### src/rtl/iirdf_pkg.sv
// Shared constants, control-word types and microcode ROM of the direct form I IIR filter.
package iirdf_pkg;

  localparam int Order     = 3;    // filter order, 1..3
  localparam int HistDepth = 3;
  localparam int HistIdxW  = $clog2(HistDepth);
  localparam int SampleW   = 16;
  localparam int CoefW     = 16;
  localparam int NumRegs   = 8;
  localparam int RegIdxW   = $clog2(NumRegs);
  localparam int AccW      = 34;   // seven Q3.29 products, exact
  localparam int MulAW     = AccW;
  localparam int ProdW     = MulAW + CoefW;
  localparam int RoundShift = 28;
  localparam int YWideW    = ProdW - RoundShift;
  localparam int StepW     = 4;

  localparam logic [StepW-1:0] StepIdle  = StepW'(0);
  localparam logic [StepW-1:0] StepFirst = StepW'(1);
  localparam logic [StepW-1:0] StepDrain = StepW'(7);

  localparam logic [RegIdxW-1:0] RegA0 = RegIdxW'(0);
  localparam logic [RegIdxW-1:0] RegA1 = RegIdxW'(1);
  localparam logic [RegIdxW-1:0] RegA2 = RegIdxW'(2);
  localparam logic [RegIdxW-1:0] RegA3 = RegIdxW'(3);
  localparam logic [RegIdxW-1:0] RegB1 = RegIdxW'(4);
  localparam logic [RegIdxW-1:0] RegB2 = RegIdxW'(5);
  localparam logic [RegIdxW-1:0] RegB3 = RegIdxW'(6);
  localparam logic [RegIdxW-1:0] RegRecip = RegIdxW'(7);

  localparam logic [CoefW-1:0] CoefOne = CoefW'(16384);

  typedef logic [NumRegs-1:0][CoefW-1:0] coef_arr_t;

  typedef enum logic [1:0] {
    SRC_IN,
    SRC_XHIST,
    SRC_YHIST,
    SRC_ACC
  } src_sel_e;

  typedef enum logic [1:0] {
    ACC_HOLD,
    ACC_LOAD,
    ACC_ADD,
    ACC_SUB
  } acc_op_e;

  typedef enum logic [2:0] {
    SEQ_IDLE,      // wait for an item, start on accept
    SEQ_NEXT,
    SEQ_SKIP_LT2,  // jump to target when order is below 2
    SEQ_SKIP_LT3,  // jump to target when order is below 3
    SEQ_FINAL      // deliver result, may take the next item
  } seq_op_e;

  typedef struct packed {
    logic [RegIdxW-1:0]  coef_sel;
    src_sel_e            src_sel;
    logic [HistIdxW-1:0] hist_idx;
    logic                mul_en;
    acc_op_e             acc_op;
    seq_op_e             seq_op;
    logic [StepW-1:0]    target;
  } ucode_t;

  typedef struct packed {
    logic [RegIdxW-1:0]  coef_sel;
    src_sel_e            src_sel;
    logic [HistIdxW-1:0] hist_idx;
    logic                prod_en;
    acc_op_e             acc_op;
    logic                accept;
    logic                finish;
  } dp_ctrl_t;

  // Accumulator op of each step acts on the product registered by the step before.
  function automatic ucode_t ucode_rom(logic [StepW-1:0] step);
    ucode_t w;
    w = '{RegA0, SRC_IN, HistIdxW'(0), 1'b1, ACC_HOLD, SEQ_IDLE, StepIdle};
    unique case (step)
      StepW'(0): w = '{RegA0, SRC_IN, HistIdxW'(0), 1'b1, ACC_HOLD, SEQ_IDLE, StepIdle};
      StepW'(1): w = '{RegA1, SRC_XHIST, HistIdxW'(0), 1'b1, ACC_LOAD, SEQ_NEXT, StepIdle};
      StepW'(2): w = '{RegB1, SRC_YHIST, HistIdxW'(0), 1'b1, ACC_ADD, SEQ_SKIP_LT2, StepDrain};
      StepW'(3): w = '{RegA2, SRC_XHIST, HistIdxW'(1), 1'b1, ACC_SUB, SEQ_NEXT, StepIdle};
      StepW'(4): w = '{RegB2, SRC_YHIST, HistIdxW'(1), 1'b1, ACC_ADD, SEQ_SKIP_LT3, StepDrain};
      StepW'(5): w = '{RegA3, SRC_XHIST, HistIdxW'(2), 1'b1, ACC_SUB, SEQ_NEXT, StepIdle};
      StepW'(6): w = '{RegB3, SRC_YHIST, HistIdxW'(2), 1'b1, ACC_ADD, SEQ_NEXT, StepIdle};
      StepW'(7): w = '{RegA0, SRC_IN, HistIdxW'(0), 1'b0, ACC_SUB, SEQ_NEXT, StepIdle};
      StepW'(8): w = '{RegRecip, SRC_ACC, HistIdxW'(0), 1'b1, ACC_HOLD, SEQ_NEXT, StepIdle};
      StepW'(9): w = '{RegA0, SRC_IN, HistIdxW'(0), 1'b1, ACC_HOLD, SEQ_FINAL, StepIdle};
      default:   w = '{RegA0, SRC_IN, HistIdxW'(0), 1'b1, ACC_HOLD, SEQ_IDLE, StepIdle};
    endcase
    return w;
  endfunction

endpackage

### src/rtl/iir_filter_direct_form_top.sv
// Top level of the direct form I IIR filter of order up to three.
// The single shared multiplier does at most one product per microcode step, none in the
//   drain step, so the step program length sets the rate while the output is not stalled.
// The next item is taken in the last step while the output register is free.
// Reset (async, active low): both histories cleared to zero, a0 and reciprocal set to 1.0.
module iir_filter_direct_form_top (
  input  logic                                 clk_i,
  input  logic                                 rst_ni,
  // configuration write port
  input  logic                                 cfg_we_i,
  input  logic [iirdf_pkg::RegIdxW-1:0]        cfg_index_i,
  input  logic [iirdf_pkg::CoefW-1:0]          cfg_data_i,
  // input channel
  input  logic                                 in_valid_i,
  output logic                                 in_stall_o,
  input  logic signed [iirdf_pkg::SampleW-1:0] sample_in_i,
  // output channel
  output logic                                 out_valid_o,
  input  logic                                 out_stall_i,
  output logic signed [iirdf_pkg::SampleW-1:0] sample_out_o,
  output logic                                 clipped_o
);
  import iirdf_pkg::*;

  coef_arr_t coefs;
  dp_ctrl_t  ctrl;

  // coefficient store; the user writes it only while idle, the block does not enforce this
  iirdf_coef_regs u_coef_regs (
    .clk_i       (clk_i),
    .rst_ni      (rst_ni),
    .cfg_we_i    (cfg_we_i),
    .cfg_index_i (cfg_index_i),
    .cfg_data_i  (cfg_data_i),
    .coefs_o     (coefs)
  );

  // microcode: a0*x on accept, then the remaining taps, a drain step for the last
  // feedback product, the scale by the reciprocal, and the round/saturate step
  iirdf_sequencer u_sequencer (
    .clk_i       (clk_i),
    .rst_ni      (rst_ni),
    .in_valid_i  (in_valid_i),
    .in_stall_o  (in_stall_o),
    .out_valid_i (out_valid_o),
    .out_stall_i (out_stall_i),
    .ctrl_o      (ctrl)
  );

  // 34x16 multiplier with registered product feeding the accumulator
  iirdf_datapath u_datapath (
    .clk_i        (clk_i),
    .rst_ni       (rst_ni),
    .ctrl_i       (ctrl),
    .coefs_i      (coefs),
    .sample_in_i  (sample_in_i),
    .out_stall_i  (out_stall_i),
    .out_valid_o  (out_valid_o),
    .sample_out_o (sample_out_o),
    .clipped_o    (clipped_o)
  );

endmodule

### src/rtl/iirdf_coef_regs.sv
// Coefficient and reciprocal register file with a plain write port.
module iirdf_coef_regs (
  input  logic                          clk_i,
  input  logic                          rst_ni,
  input  logic                          cfg_we_i,
  input  logic [iirdf_pkg::RegIdxW-1:0] cfg_index_i,
  input  logic [iirdf_pkg::CoefW-1:0]   cfg_data_i,
  output iirdf_pkg::coef_arr_t          coefs_o
);
  import iirdf_pkg::*;

  // a0 and reciprocal start at 1.0, all other taps at zero
  function automatic coef_arr_t reset_values();
    coef_arr_t c;
    c           = '0;
    c[RegA0]    = CoefOne;
    c[RegRecip] = CoefOne;
    return c;
  endfunction

  localparam coef_arr_t RegsReset = reset_values();

  coef_arr_t regs_q;

  always_ff @(posedge clk_i or negedge rst_ni) begin
    if (!rst_ni) begin
      regs_q <= RegsReset;
    end else if (cfg_we_i) begin
      regs_q[cfg_index_i] <= cfg_data_i;
    end
  end

  assign coefs_o = regs_q;

endmodule

### src/rtl/iirdf_sequencer.sv
// Step counter and microcode decode that drive the filter datapath.
module iirdf_sequencer (
  input  logic                clk_i,
  input  logic                rst_ni,
  input  logic                in_valid_i,
  output logic                in_stall_o,
  input  logic                out_valid_i,
  input  logic                out_stall_i,
  output iirdf_pkg::dp_ctrl_t ctrl_o
);
  import iirdf_pkg::*;

  logic [StepW-1:0] step_q, step_d;
  ucode_t           cw;
  logic             out_free;
  logic             in_ready;
  logic             accept;
  logic             finish;

  assign cw       = ucode_rom(step_q);
  assign out_free = !out_valid_i || !out_stall_i;
  assign finish   = (cw.seq_op == SEQ_FINAL) && out_free;
  assign in_ready = (cw.seq_op == SEQ_IDLE) || finish;
  assign accept   = in_valid_i && in_ready;
  assign in_stall_o = !in_ready;

  always_comb begin
    step_d = step_q + StepW'(1);
    unique case (cw.seq_op)
      SEQ_IDLE:     step_d = accept ? StepFirst : step_q;
      SEQ_NEXT:     step_d = step_q + StepW'(1);
      SEQ_SKIP_LT2: step_d = (Order < 2) ? cw.target : step_q + StepW'(1);
      SEQ_SKIP_LT3: step_d = (Order < 3) ? cw.target : step_q + StepW'(1);
      SEQ_FINAL: begin
        if (!out_free) step_d = step_q;
        else           step_d = accept ? StepFirst : StepIdle;
      end
      default:      step_d = StepIdle;
    endcase
  end

  always_ff @(posedge clk_i or negedge rst_ni) begin
    if (!rst_ni) step_q <= StepIdle;
    else         step_q <= step_d;
  end

  always_comb begin
    ctrl_o.coef_sel = cw.coef_sel;
    ctrl_o.src_sel  = cw.src_sel;
    ctrl_o.hist_idx = cw.hist_idx;
    ctrl_o.acc_op   = cw.acc_op;
    ctrl_o.accept   = accept;
    ctrl_o.finish   = finish;
    // first product of an item is taken only with the item itself
    if (cw.seq_op == SEQ_IDLE || cw.seq_op == SEQ_FINAL) ctrl_o.prod_en = accept;
    else                                                 ctrl_o.prod_en = cw.mul_en;
  end

endmodule

### src/rtl/iirdf_datapath.sv
// Shared multiplier, accumulator, histories, rounding/saturation and output register.
module iirdf_datapath (
  input  logic                                clk_i,
  input  logic                                rst_ni,
  input  iirdf_pkg::dp_ctrl_t                 ctrl_i,
  input  iirdf_pkg::coef_arr_t                coefs_i,
  input  logic signed [iirdf_pkg::SampleW-1:0] sample_in_i,
  input  logic                                out_stall_i,
  output logic                                out_valid_o,
  output logic signed [iirdf_pkg::SampleW-1:0] sample_out_o,
  output logic                                clipped_o
);
  import iirdf_pkg::*;

  localparam logic signed [ProdW-1:0]  RoundHalf = ProdW'(1) << (RoundShift - 1);
  localparam logic signed [YWideW-1:0] YMax = YWideW'(32767);
  localparam logic signed [YWideW-1:0] YMin = -YWideW'(32768);

  logic signed [SampleW-1:0] xh_q [HistDepth];
  logic signed [SampleW-1:0] yh_q [HistDepth];
  logic signed [SampleW-1:0] x_q;
  logic signed [MulAW-1:0]   mul_a;
  logic signed [CoefW-1:0]   mul_b;
  logic signed [ProdW-1:0]   mul_p;
  logic signed [ProdW-1:0]   prod_q;
  logic signed [AccW-1:0]    prod_lo;
  logic signed [AccW-1:0]    acc_q;
  logic signed [ProdW-1:0]   rounded;
  logic signed [YWideW-1:0]  y_wide;
  logic signed [SampleW-1:0] y_sat;
  logic                      y_clip;
  logic                      out_valid_q;
  logic signed [SampleW-1:0] sample_out_q;
  logic                      clipped_q;

  always_comb begin
    unique case (ctrl_i.src_sel)
      SRC_IN:    mul_a = MulAW'(sample_in_i);
      SRC_XHIST: mul_a = MulAW'(xh_q[ctrl_i.hist_idx]);
      SRC_YHIST: mul_a = MulAW'(yh_q[ctrl_i.hist_idx]);
      SRC_ACC:   mul_a = acc_q;
      default:   mul_a = acc_q;
    endcase
  end

  assign mul_b   = $signed(coefs_i[ctrl_i.coef_sel]);
  assign mul_p   = mul_a * mul_b;
  assign prod_lo = $signed(prod_q[AccW-1:0]);

  // round half up, then floor shift to Q1.15
  assign rounded = prod_q + RoundHalf;
  assign y_wide  = $signed(rounded[ProdW-1:RoundShift]);

  always_comb begin
    y_clip = 1'b1;
    if (y_wide > YMax)      y_sat = SampleW'(YMax);
    else if (y_wide < YMin) y_sat = SampleW'(YMin);
    else begin
      y_sat  = y_wide[SampleW-1:0];
      y_clip = 1'b0;
    end
  end

  always_ff @(posedge clk_i) begin
    if (ctrl_i.prod_en) prod_q <= mul_p;
    if (ctrl_i.accept)  x_q    <= sample_in_i;
    unique case (ctrl_i.acc_op)
      ACC_HOLD: acc_q <= acc_q;
      ACC_LOAD: acc_q <= prod_lo;
      ACC_ADD:  acc_q <= acc_q + prod_lo;
      ACC_SUB:  acc_q <= acc_q - prod_lo;
      default:  acc_q <= acc_q;
    endcase
    if (ctrl_i.finish) begin
      sample_out_q <= y_sat;
      clipped_q    <= y_clip;
    end
  end

  always_ff @(posedge clk_i or negedge rst_ni) begin
    if (!rst_ni) begin
      out_valid_q <= 1'b0;
      for (int i = 0; i < HistDepth; i++) begin
        xh_q[i] <= '0;
        yh_q[i] <= '0;
      end
    end else begin
      if (ctrl_i.finish) begin
        out_valid_q <= 1'b1;
        xh_q[0]     <= x_q;
        yh_q[0]     <= y_sat;
        for (int i = 1; i < HistDepth; i++) begin
          xh_q[i] <= xh_q[i-1];
          yh_q[i] <= yh_q[i-1];
        end
      end else if (!out_stall_i) begin
        out_valid_q <= 1'b0;
      end
    end
  end

  assign out_valid_o  = out_valid_q;
  assign sample_out_o = sample_out_q;
  assign clipped_o    = clipped_q;

endmodule

### config.mk
export PLATFORM = sky130hd
export DESIGN_NAME = iir_filter_direct_form_top
export DESIGN_NICKNAME = d
export VERILOG_FILES = /design/src/rtl/iirdf_pkg.sv /design/src/rtl/iir_filter_direct_form_top.sv /design/src/rtl/iirdf_coef_regs.sv /design/src/rtl/iirdf_sequencer.sv /design/src/rtl/iirdf_datapath.sv
export SDC_FILE = /design/constraint.sdc
export NUM_CORES = 2
export LEC_CHECK = 0
export BUFFER_PORTS_ARGS = -buffer_cell sky130_fd_sc_hd__buf_2
export CAP_MARGIN = 30
export CORE_ASPECT_RATIO = 1.1
export CORE_MARGIN = 2
export CORE_UTILIZATION = 30
export DETAILED_ROUTE_END_ITERATION = 8
export HOLD_SLACK_MARGIN = 0.05
export PLACE_DENSITY = 0.4
export SLEW_MARGIN = 20
export SYNTH_ARGS = -nofsm -noshare
export SYNTH_HDL_FRONTEND = slang
export SYNTH_SLANG_ARGS = --single-unit
export TNS_END_PERCENT = 10
### constraint.sdc
create_clock -name clk_i -period 11.93 [get_ports clk_i]
set_input_delay 2.386 -clock clk_i [delete_from_list [all_inputs] [get_ports clk_i]]
set_output_delay 2.386 -clock clk_i [all_outputs]
set_load 0.005 [all_outputs]
==> run metrics <==
RR Endpoint u_datapath.prod_q[45]; ys async rst share 66.18%; CTS clock-pin slew for the worst setup and hold paths 60 ps; Ys Warns 0; initial antenna violation count 5; Area growth syn-to-layout 11.73%; Worst Hold Depth 2; period utilization 88.40%; design area 40690 um2; Worst Reg2Reg Path Length in Cells 33; Multi-input gate area around 25000 um2; global-route wire length before repair 188700 um; row count 134; H-Tree Depth 2; Root Driver clkbuf_16; Layout fillers between 10000 and 15000; average cell area after synthesis 9.227 um2; storage element area 9246 um2; crit-path most repeated cell fa_1; largest net degree at the start of global routing 147; CP top delay family adder cells; vias in the first global route 29030; cts hold-fix bufs 0; Tightest Pin Transition 1085 ps; clock insertion delay at the later pin of the skew report 580 ps; hold crit path type flip-flop to flip-flop; WL final 124300 um; Die Y 369.4 um; CP max-delay cell nor2_4; CTS tree done; Post-Synthesis Cells 3947; Top Ports 59; Bufs and invs on worst path 7; Clock Sink Count 346; GRT Total Usage 20.35%; Cell variety after synth 75; gp weighted congestion about 0.85; Req. time, crit path 12240 ps; Vias 27260; dpl cell area 39250 um2; shortest period the worst path allows around 11000 ps; commonest non-fill, non-tap cell in the layout nand2_1; startpoint types flip-flop; share of cells above drive strength 1 10.93%; Clock Path Buffers 3; vias per cell 4.831; initial DRC count 1506; Clock Skew ~28 ps; mapped cell area 36420 um2; Top FF cell, synth dfrtp_1; sequential area share after synthesis about 25%; final hold vios 0; HPWL Detailed 96040 um; total CTS buffers 40; Setup-failing EPs final 0; hold endpoint u_datapath.xh_q[42]; Final nets 4690; Rel. slew slack between 20% and 30%; CP Max Fanout 30; status finished clean; Setup crit end kind flip-flop; r2r setup slk between 1000 and 1500 ps; Post-synth EDFFs 117; total congestion overflow 0; die width approximately 340 um; flops & latches, synth 346; fmax 0.09482 GHz; CP arrival 10850 ps; total core area 120900 um2; worst hold margin 444.2 ps; drt pass-1 iters 5; buffers added on ports 58; total die area 124200 um2; hold wc startpoint u_datapath.x_q[10]; number of max-cap violations 0; most frequent cells in the layout nand2_1, inv_1, fa_1, nor2_1, dfrtp_1; Max stage delay on crit path approximately 660 ps; Post-CTS Setup Bufs 0; antenna-violating nets left 0; Routed WL per cell 22.03 um; Fin Setup TNS 0 ps; Reg-to-Reg Start u_sequencer.step_q[0]; # DRC 0; CP Class flip-flop to flip-flop; Initial Util 30.13%; cts repair resizes 0; Syn Nets 4661; unrepaired setup endpoints after global routing false; max-slew violation count 0
==> worst max-delay path by stage <==
| stage | startpoint | to | slack, ps | cells after the start |
|---|---|---|---|---|
| global route | u_sequencer.step_q[0] | u_datapath.prod_q[45] | 850 | 33 |
| CTS | u_sequencer.step_q[0] | u_datapath.prod_q[45] | 840 | 32 |
| floorplan | sample_in_i[15] | u_datapath.prod_q[48] | 2550 | 26 |
| global placement | u_sequencer.step_q[0] | u_datapath.prod_q[45] | 1040 | 32 |
| detailed placement | u_sequencer.step_q[0] | u_datapath.prod_q[45] | 910 | 32 |
| finish | u_sequencer.step_q[0] | u_datapath.prod_q[45] | 1380 | 33 |
==> cells in the mapped netlist, types with 4 or more instances <==
library cell	count	area, um2
mux2_2	147	1655
or2_2	13	81.33
nor2b_1	15	93.84
a21oi_1	99	495.5
nand2_1	763	2864
nor2_1	303	1137
nand2b_1	52	325.3
nand4b_1	6	52.55
inv_1	613	2301
a311oi_1	6	52.55
a22oi_1	15	112.6
dfrtp_1	227	5680
buf_1	13	48.80
a21boi_0	7	52.55
a211oi_1	13	97.59
nand3b_1	4	30.03
o22a_1	5	43.79
o22ai_1	17	106.4
a221o_1	11	110.1
o21ai_0	122	610.6
edfxtp_1	117	3513
mux2i_1	31	310.3
nor3b_1	4	30.03
clkbuf_1	158	593.1
xnor2_1	64	560.5
o31ai_1	13	97.59
a31oi_1	25	156.4
a21o_1	63	473.0
ha_1	159	1989
or3_1	4	25.02
nor3_1	27	135.1
nand3_1	86	430.4
a221oi_1	14	122.6
and4_1	4	35.03
o21a_1	16	120.1
and3_1	19	118.9
fa_1	515	10310
xor2_1	59	516.8
and2_1	24	150.1
o21ai_1	16	80.08
o21bai_1	9	67.56
o41ai_1	4	35.03
o211ai_1	7	52.55
nand4_1	14	87.58
==> tightest hold or removal path, cell delays in order (launching register included) <==
cell and delay, ps:
edfxtp_1 320, nand2_1 40, nand2_1 50
==> final cells by class <==
| class | count | share of cell area, % |
|---|---|---|
| diodes | 2 | 0.01230 |
| clock buffers | 59 | 3.118 |
| multi-input cells | 2815 | 60.26 |
| inverters | 614 | 5.670 |
| clock inverters | 15 | 0.3475 |
| well taps | 1632 | 5.018 |
| flip-flops and latches | 346 | 22.72 |
| repair buffers | 159 | 2.847 |
==> flip-flops by register name (all words and copies together), names as in the netlist <==
name                     cells
u_datapath.out_valid_o       1
u_datapath.acc_q            34
u_datapath.sample_out_o     16
u_coef_regs.coefs_o        128
u_datapath.clipped_o         1
u_datapath.yh_q             48
u_datapath.xh_q             48
u_datapath.prod_q           50
u_datapath.x_q              16
u_sequencer.step_q           4
==> kinds of logic after synthesis <==
logic type / after synthesis / synth area share (%)
simple gates: 1352 / 15.77
buf+inv: 786 / 8.104
fa+ha+maj: 674 / 33.77
compound gates: 488 / 8.613
flops: 346 / 25.39
mux: 178 / 5.397
xor+xnor: 123 / 2.958
==> per-layer routing <==
layer / global-route usage [%] / wire, um
met1: 27.92 / 56510
met2: 35.07 / 60880
met4: 4.295 / 2781
met3: 1.541 / 4104
met5: 0 / 0
==> through the flow <==
| step | std cells | setup WS [ps] | utilization [%] |
|---|---|---|---|
| global route | 5640 | 845.9 | 33.66 |
| global placement | 5557 | 1038 | 32.41 |
| detailed placement | 5563 | 911.4 | 32.47 |
| CTS | 5637 | 838.4 | 33.63 |
| floorplan | 3947 | 2555 | - |
| finish | 5642 | 1384 | 33.66 |
Power is left out: the tool's default activity adds up to more than one toggle a clock period on the data nets, which glitch-free logic cannot reach.
